$ cat src/rtl/v3alu_pkg.sv
`default_nettype none
// ----------------------------------------------------------------------------
// v3alu_pkg
// Shared types, sizes and helpers for the three-component fixed-point ALU.
// ----------------------------------------------------------------------------
package v3alu_pkg;

    localparam int COMP_W  = 32;                 // component width
    localparam int FRAC_W  = 16;                 // fraction bits
    localparam int NLANE   = 3;
    localparam int PROD_W  = 2 * COMP_W;         // one full product
    localparam int SQ_W    = 2 * COMP_W;         // sum of three squared magnitudes
    localparam int ROOT_W  = COMP_W;             // integer root width
    localparam int LEN_W   = ROOT_W + 1;         // rounded root
    localparam int QW      = FRAC_W + 1;         // quotient bits, normalized magnitude <= 1.0
    localparam int NUM_W   = COMP_W + FRAC_W;    // dividend width
    localparam int SAT_W   = PROD_W + 4;         // widest value that gets clamped
    localparam int SQRT_LAT  = ROOT_W + 1;
    localparam int DIV_LAT   = QW + 1;
    localparam int EARLY_DLY = SQRT_LAT - 1 + DIV_LAT;
    localparam int PIPE_DEPTH = 2 + SQRT_LAT + DIV_LAT + 1;

    localparam logic [COMP_W-1:0] CMAX = {1'b0, {(COMP_W-1){1'b1}}};
    localparam logic [COMP_W-1:0] CMIN = {1'b1, {(COMP_W-1){1'b0}}};
    localparam logic signed [SAT_W-1:0] RND_HALF = SAT_W'(1) <<< (FRAC_W - 1);

    typedef enum logic [2:0] {
        FN_ADD    = 3'd0,
        FN_SUB    = 3'd1,
        FN_NEG    = 3'd2,
        FN_DOT    = 3'd3,
        FN_CROSS  = 3'd4,
        FN_EQUAL  = 3'd5,
        FN_LENGTH = 3'd6,
        FN_NORM   = 3'd7
    } t_func;

    typedef struct packed {
        logic signed [PROD_W-1:0] pdot;
        logic signed [PROD_W-1:0] pc1;
        logic signed [PROD_W-1:0] pc2;
        logic        [SQ_W-1:0]   sq;
        logic signed [COMP_W+1:0] lin;
        logic        [COMP_W-1:0] mag;
        logic                     neg;
        logic                     eq;
        logic                     nz;
    } t_lane;

    typedef struct packed {
        logic [NLANE-1:0][COMP_W-1:0] mag;
        logic [NLANE-1:0]             neg;
    } t_ntag;

    typedef struct packed {
        t_func                        func;
        logic [NLANE-1:0][COMP_W-1:0] res;
        logic                         sat;
        logic                         eq;
        logic                         nz;
    } t_early;

    typedef struct packed {
        logic [COMP_W-1:0] val;
        logic              flag;
    } t_sat;

    function automatic t_sat sat_c(input logic signed [SAT_W-1:0] v);
        t_sat r;
        if ((&v[SAT_W-1:COMP_W-1]) || ~(|v[SAT_W-1:COMP_W-1])) begin
            r.val  = v[COMP_W-1:0];
            r.flag = 1'b0;
        end else begin
            r.val  = v[SAT_W-1] ? CMIN : CMAX;
            r.flag = 1'b1;
        end
        return r;
    endfunction

endpackage
`default_nettype wire

$ cat src/rtl/v3alu_merge.sv
`default_nettype none
// ----------------------------------------------------------------------------
// v3alu_merge
// Combine lane results: dot and cross sums, sum of squares, early results.
// ----------------------------------------------------------------------------
module v3alu_merge
    import v3alu_pkg::*;
(
    input  wire              i_clk,
    input  wire              i_en,
    input  wire t_func       i_func,
    input  wire t_lane       i_lane [NLANE],
    output logic [SQ_W-1:0]  o_sqsum,
    output t_ntag            o_tag,
    output t_early           o_early
);

    t_func                      r_func;
    logic signed [PROD_W+1:0]   r_dot;
    logic signed [PROD_W:0]     r_cr  [NLANE];
    logic signed [COMP_W+1:0]   r_lin [NLANE];
    logic [SQ_W-1:0]            r_sq;
    logic                       r_eq;
    logic                       r_nz;
    t_ntag                      r_tag;
    t_early                     r_early;
    t_early                     n_early;
    t_sat                       w_s   [NLANE];
    t_sat                       w_dot;

    always_ff @(posedge i_clk) begin
        if (i_en) begin
            r_func <= i_func;
            r_dot  <= (PROD_W+2)'(i_lane[0].pdot) + (PROD_W+2)'(i_lane[1].pdot)
                    + (PROD_W+2)'(i_lane[2].pdot);
            r_sq   <= i_lane[0].sq + i_lane[1].sq + i_lane[2].sq;
            r_eq   <= i_lane[0].eq & i_lane[1].eq & i_lane[2].eq;
            r_nz   <= i_lane[0].nz | i_lane[1].nz | i_lane[2].nz;
            for (int i = 0; i < NLANE; i++) begin
                r_cr[i]      <= (PROD_W+1)'(i_lane[i].pc1) - (PROD_W+1)'(i_lane[i].pc2);
                r_lin[i]     <= i_lane[i].lin;
                r_tag.mag[i] <= i_lane[i].mag;
                r_tag.neg[i] <= i_lane[i].neg;
            end
        end
    end

    assign w_dot = sat_c((SAT_W'(r_dot) + RND_HALF) >>> FRAC_W);

    always_comb begin
        n_early.func = r_func;
        n_early.res  = '0;
        n_early.sat  = 1'b0;
        n_early.eq   = 1'b0;
        n_early.nz   = r_nz;
        for (int i = 0; i < NLANE; i++) begin
            w_s[i] = sat_c(SAT_W'(r_lin[i]));
        end
        case (r_func) inside
            FN_ADD, FN_SUB, FN_NEG: begin
                for (int i = 0; i < NLANE; i++) begin
                    n_early.res[i] = w_s[i].val;
                end
                n_early.sat = w_s[0].flag | w_s[1].flag | w_s[2].flag;
            end
            FN_DOT: begin
                n_early.res[0] = w_dot.val;
                n_early.sat    = w_dot.flag;
            end
            FN_CROSS: begin
                for (int i = 0; i < NLANE; i++) begin
                    w_s[i] = sat_c((SAT_W'(r_cr[i]) + RND_HALF) >>> FRAC_W);
                    n_early.res[i] = w_s[i].val;
                end
                n_early.sat = w_s[0].flag | w_s[1].flag | w_s[2].flag;
            end
            FN_EQUAL: n_early.eq = r_eq;
            default: ;
        endcase
    end

    always_ff @(posedge i_clk) begin
        if (i_en) begin
            r_early <= n_early;
        end
    end

    assign o_sqsum = r_sq;
    assign o_tag   = r_tag;
    assign o_early = r_early;

endmodule
`default_nettype wire

$ cat config.mk
export PLATFORM = sky130hd
export DESIGN_NAME = v3alu_merge
export DESIGN_NICKNAME = d
export VERILOG_FILES = /design/src/rtl/v3alu_pkg.sv /design/src/rtl/v3alu_merge.sv
export SDC_FILE = /design/constraint.sdc
export NUM_CORES = 2
export LEC_CHECK = 0
export BUFFER_PORTS_ARGS = -buffer_cell sky130_fd_sc_hd__clkbuf_2
export CAP_MARGIN = 20
export CORE_AREA = 3 3 491 493
export CTS_BUF_LIST = sky130_fd_sc_hd__clkbuf_2 sky130_fd_sc_hd__clkbuf_4 sky130_fd_sc_hd__clkbuf_8
export CTS_CLUSTER_DIAMETER = 60
export DETAILED_ROUTE_END_ITERATION = 6
export DIE_AREA = 0 0 494 496
export PLACE_DENSITY = 0.33
export SLEW_MARGIN = 20
export SYNTH_ARGS = -nofsm -noshare
export SYNTH_HDL_FRONTEND = slang
export SYNTH_SLANG_ARGS = --single-unit
export TNS_END_PERCENT = 50
$ cat constraint.sdc
create_clock -name i_clk -period 10.06 [get_ports i_clk]
set_input_delay 0.503 -clock i_clk [delete_from_list [all_inputs] [get_ports i_clk]]
set_output_delay 0.503 -clock i_clk [all_outputs]
set_load 0.03 [all_outputs]
==> impl_summary.txt <==
----------------------------------------------------
[Cells and area]
  Layout Nets ... 6909
  Signed area change from the synthesized netlist to the final layout ... 36.77%
  Fraction of layout instances using a drive strength above 1 ... 28.19%
  Final standard cell area without fillers ... 56530 um2

[Timing]
  Fin Setup TNS ... 0 ps
  Final setup violating endpoints ... 0
  Clock Skew ... 48.60 ps
  Slew Limit Headroom ... 23.24%
  Actual transition at the worst max-transition pin ... 1151 ps
  Hold violation total from the final report ... 0
  Minimum clock period after layout ... 5867 ps
  Total count of max-transition violations in the final report ... 0
  Setup repair after global routing missed its margin ... false
  Post-route fraction of the period consumed by the critical path ... 58.32%
  FMAX ... 170.4 MHz

[Clocking]
  Maximum root-to-sink buffer count ... 3
  Maximum level of the CTS H-tree ... 4
  Clock insertion delay at the later pin of the skew report ... 890 ps
  Total clock sinks ... 573
  Clock tree root driver cell ... clkbuf_8
  Clock-pin slew reported for the worst setup and hold paths after clock tree synthesis ... 60 ps
  Num CTS Buffers ... 140
  CTS tree ... built
  Resized Gates After CTS ... 0

[Critical path]
  R2r endpoint ... o_early[14]
  Worst Reg-to-Reg Cells ... 12
  Worst Path Required ... 10680 ps
  Cell chain of the critical path ... dlygate4sd3_1 -> clkbuf_2 -> fa_1 -> dlygate4sd3_1 -> ha_1 -> fa_1 -> a21o_1 -> a21oi_1 -> o21ai_0 -> and4_1 -> nor3_1 -> o21ai_0 -> buf_4 -> a31oi_1 -> o31ai_1 -> o41ai_1 -> o21bai_1 -> a21oi_1 -> xnor2_1
  Slowest stage cell, crit path ... o41ai_1
  Crit path buf inv count ... 4
  Setup slack on the worst flop-to-flop path ... 4740 ps
  WS Path Type ... input pin to flip-flop
  Worst reg2reg startpoint ... r_dot[22]
  Critical Path End Type ... flip-flop
  Worst Setup SP ... i_lane[720]
  Data arrival time at the worst-slack endpoint ... 6490 ps
  Stage delay of the slowest cell on the critical path ... 820 ps
  Startpoint kind of the worst setup timing path ... input pin
  Largest fanout on the critical path ... 4
  Crit-path leading delay family ... compound AO/OA/AOI/OAI gates

[Placement]
  Routability Congestion ... 0.9214
  Hpwl dp ... 170.3 mm
  Count of input and output buffers ... 1244
  Placed cell areas ... 51370 um2

[Yosys]
  Cell types occupying the most area after synthesis ... edfxtp_1 (42%), ha_1 (9.7%), fa_1 (6.2%), xnor2_1 (4.9%), a21oi_1 (4.8%)
  Synth Cell Area ... 41330 um2
  Share of flip-flops with an asynchronous set or reset after synthesis ... 0%
  Count of flip-flops with a built-in enable after synthesis ... 573
  Library cell with the largest summed area after synthesis ... edfxtp_1
  Portion of the post-synthesis area used by sequential elements ... 41.63%
  Synthesized net count ... 5371
  Register bit count reported by yosys ... 573
  Most used DFF post-synth ... edfxtp_1
  Per-instance average area after synthesis ... 10.48 um2
  Number of different library cells in the post-synthesis netlist ... 92
  Fraction of post-synthesis cell area in the top cell type by area ... 41.63%
  Syn Inst Count ... 3945
  Number of warnings issued by yosys ... 0

[Global routing]
  Initial antenna violation count ... 84
  Wire length of the first global-routing pass ... 281.0 mm
  GRT Resource Usage Total ... 15.88%
  Vias in the first global route ... 38.67k
  Congestion Overflow GR ... 0
  Pin count of the biggest net entering global routing ... 160

[Status]
  Run status ... complete, no violations

[Routing]
  Drt wl/cell ... 23.04 um
  Count of TritonRoute iterations in the first routing pass ... 5
  Iter 0 DRT Violations ... 2032
  Routed WL ... 202.3 mm
  DRC Markers ... 0
  Total number of vias ... 37.17k
  Routed Antenna Nets ... 0
  Average vias per placed instance ... 4.234

[Die]
  Floorplan die height ... 496 um
  Initial cell density of the core ... 17.41%
  # IOs ... 1245
  Core Rows ... 179
  Die ar. ... 245000 um2
  Placeable core area ... 237400 um2
  Die W ... 494 um

[Worst hold path]
  Source of the worst hold timing path ... i_lane[247]
  Hold Path Stages ... 4
  Type of the worst min-delay path ... input pin to flip-flop
  Hold Path End ... r_cr[0][180]

[Power and ir drop]
  Static Leakage ... 24.40 nW
  Maximum vdd drop ... 0.08385 mV
  Pwr/cell area ... 167.9 nW/um2

[Flow run]
  Max_cap viols ... 0

----------------------------------------------------
## flip-flops by register name, summed over array words and instances, names as in the netlist
register / count
r_lin: 102
r_cr: 150
r_nz: 1
o_tag: 99
r_dot: 51
o_sqsum: 64
o_early: 102
r_eq: 1
r_func: 3
## worst register-to-register path: cells and delay by family, from the launching register on
family	cells	cell delay, ps
AND/OR/NAND/NOR	6	2970
flip-flops	1	420
AO/OA/AOI/OAI	6	1770
## metal layers
metal	global-route usage (%)	routed length, um
met3	5.040	15770
met5	0	232
met4	4.159	5286
met1	19.61	85630
met2	26.63	95380
## cell families after synthesis
group           share of synthesized area (%)
compound gates                          17.10
xor+xnor                                8.603
fa+ha+maj                               15.81
buf+inv                                 4.138
flops                                   41.63
mux                                    0.2028
simple gates                            12.52
## per-stage QoR
step	total power, mW	cells	hold WS, ps	utilization [%]	setup WS [ps]
3_5_place_dp	6.513	8282	424.6	21.64	4379
6_report	9.490	8779	151.8	23.81	4193
5_1_grt	10.13	8760	33.58	23.79	4057
4_1_cts	9.718	8750	1.586	23.78	4386
2_1_floorplan	5.233	3945	400.3	-	5948
3_3_place_gp	6.535	8282	403.6	21.64	4330
## timing repair
| action | in CTS | in global routing |
|---|---|---|
| setup buffers | 0 | 0 |
| hold buffers | 225 | 0 |
| hold endpoints to repair | 223 | 0 |
## cell usage after synthesis (39+ instances only)
master and instances:
a21o_1 175, nand2_1 227, nand4_1 98, ha_1 319, nor2_1 197, nor2b_1 39, nor3_1 58, edfxtp_1 573
and3_1 56, a21oi_1 398, fa_1 127, inv_1 336, o21ai_0 147, xor2_1 177, xnor2_1 229, clkbuf_1 73
nand3_1 153
## how the worst max path moves through the flow
| stage | endpoint | slack (ps) | cells after the start |
|---|---|---|---|
| after global routing | o_sqsum[59] | 4060 | 19 |
| after detailed placement | o_sqsum[59] | 4380 | 17 |
| after CTS | o_sqsum[59] | 4390 | 19 |
| after global placement | o_sqsum[59] | 4330 | 17 |
| final | o_sqsum[59] | 4190 | 19 |
| after floorplan | o_sqsum[59] | 5950 | 15 |
## layout make-up
type | count | area (um2)
clock inverter | 69 | 636.9
fill | 25980 | 180900
sequential | 573 | 17210
timing repair buffer | 1496 | 8726
antenna | 28 | 70.07
inverter | 336 | 1261
multi-input combinational | 2936 | 22470
clock buffer | 174 | 2195
tap | 3167 | 3963
## where the power goes
| part | leakage, nW | switching [mW] | total, mW | internal [mW] |
|---|---|---|---|---|
| Sequential | 5.65 | 0.300 | 3.44 | 3.14 |
| Combinational | 17.3 | 1.90 | 3.08 | 1.18 |
| Clock | 1.48 | 1.30 | 2.97 | 1.68 |
## cells in the final DEF (no fill, tap or decap), types with 22 or more instances in the layout
cell	count
nand4_1	98
a22oi_1	27
diode_2	28
xor2_1	177
edfxtp_1	573
o21ai_0	146
nand2b_1	28
nor4_1	24
clkinv_1	22
o21a_1	37
clkbuf_4	32
nor2_1	194
ha_1	319
a21oi_1	397
nand3_1	153
nor2b_1	39
clkbuf_2	1243
buf_4	23
o221ai_2	30
clkbuf_8	142
dlygate4sd3_1	225
nor3_1	58
o221ai_1	35
o21bai_1	38
fa_1	127
nand2_1	226
xnor2_1	229
a31oi_1	32
and3_1	56
a21o_1	175
inv_1	336
(Power assumes the default switching activity.)
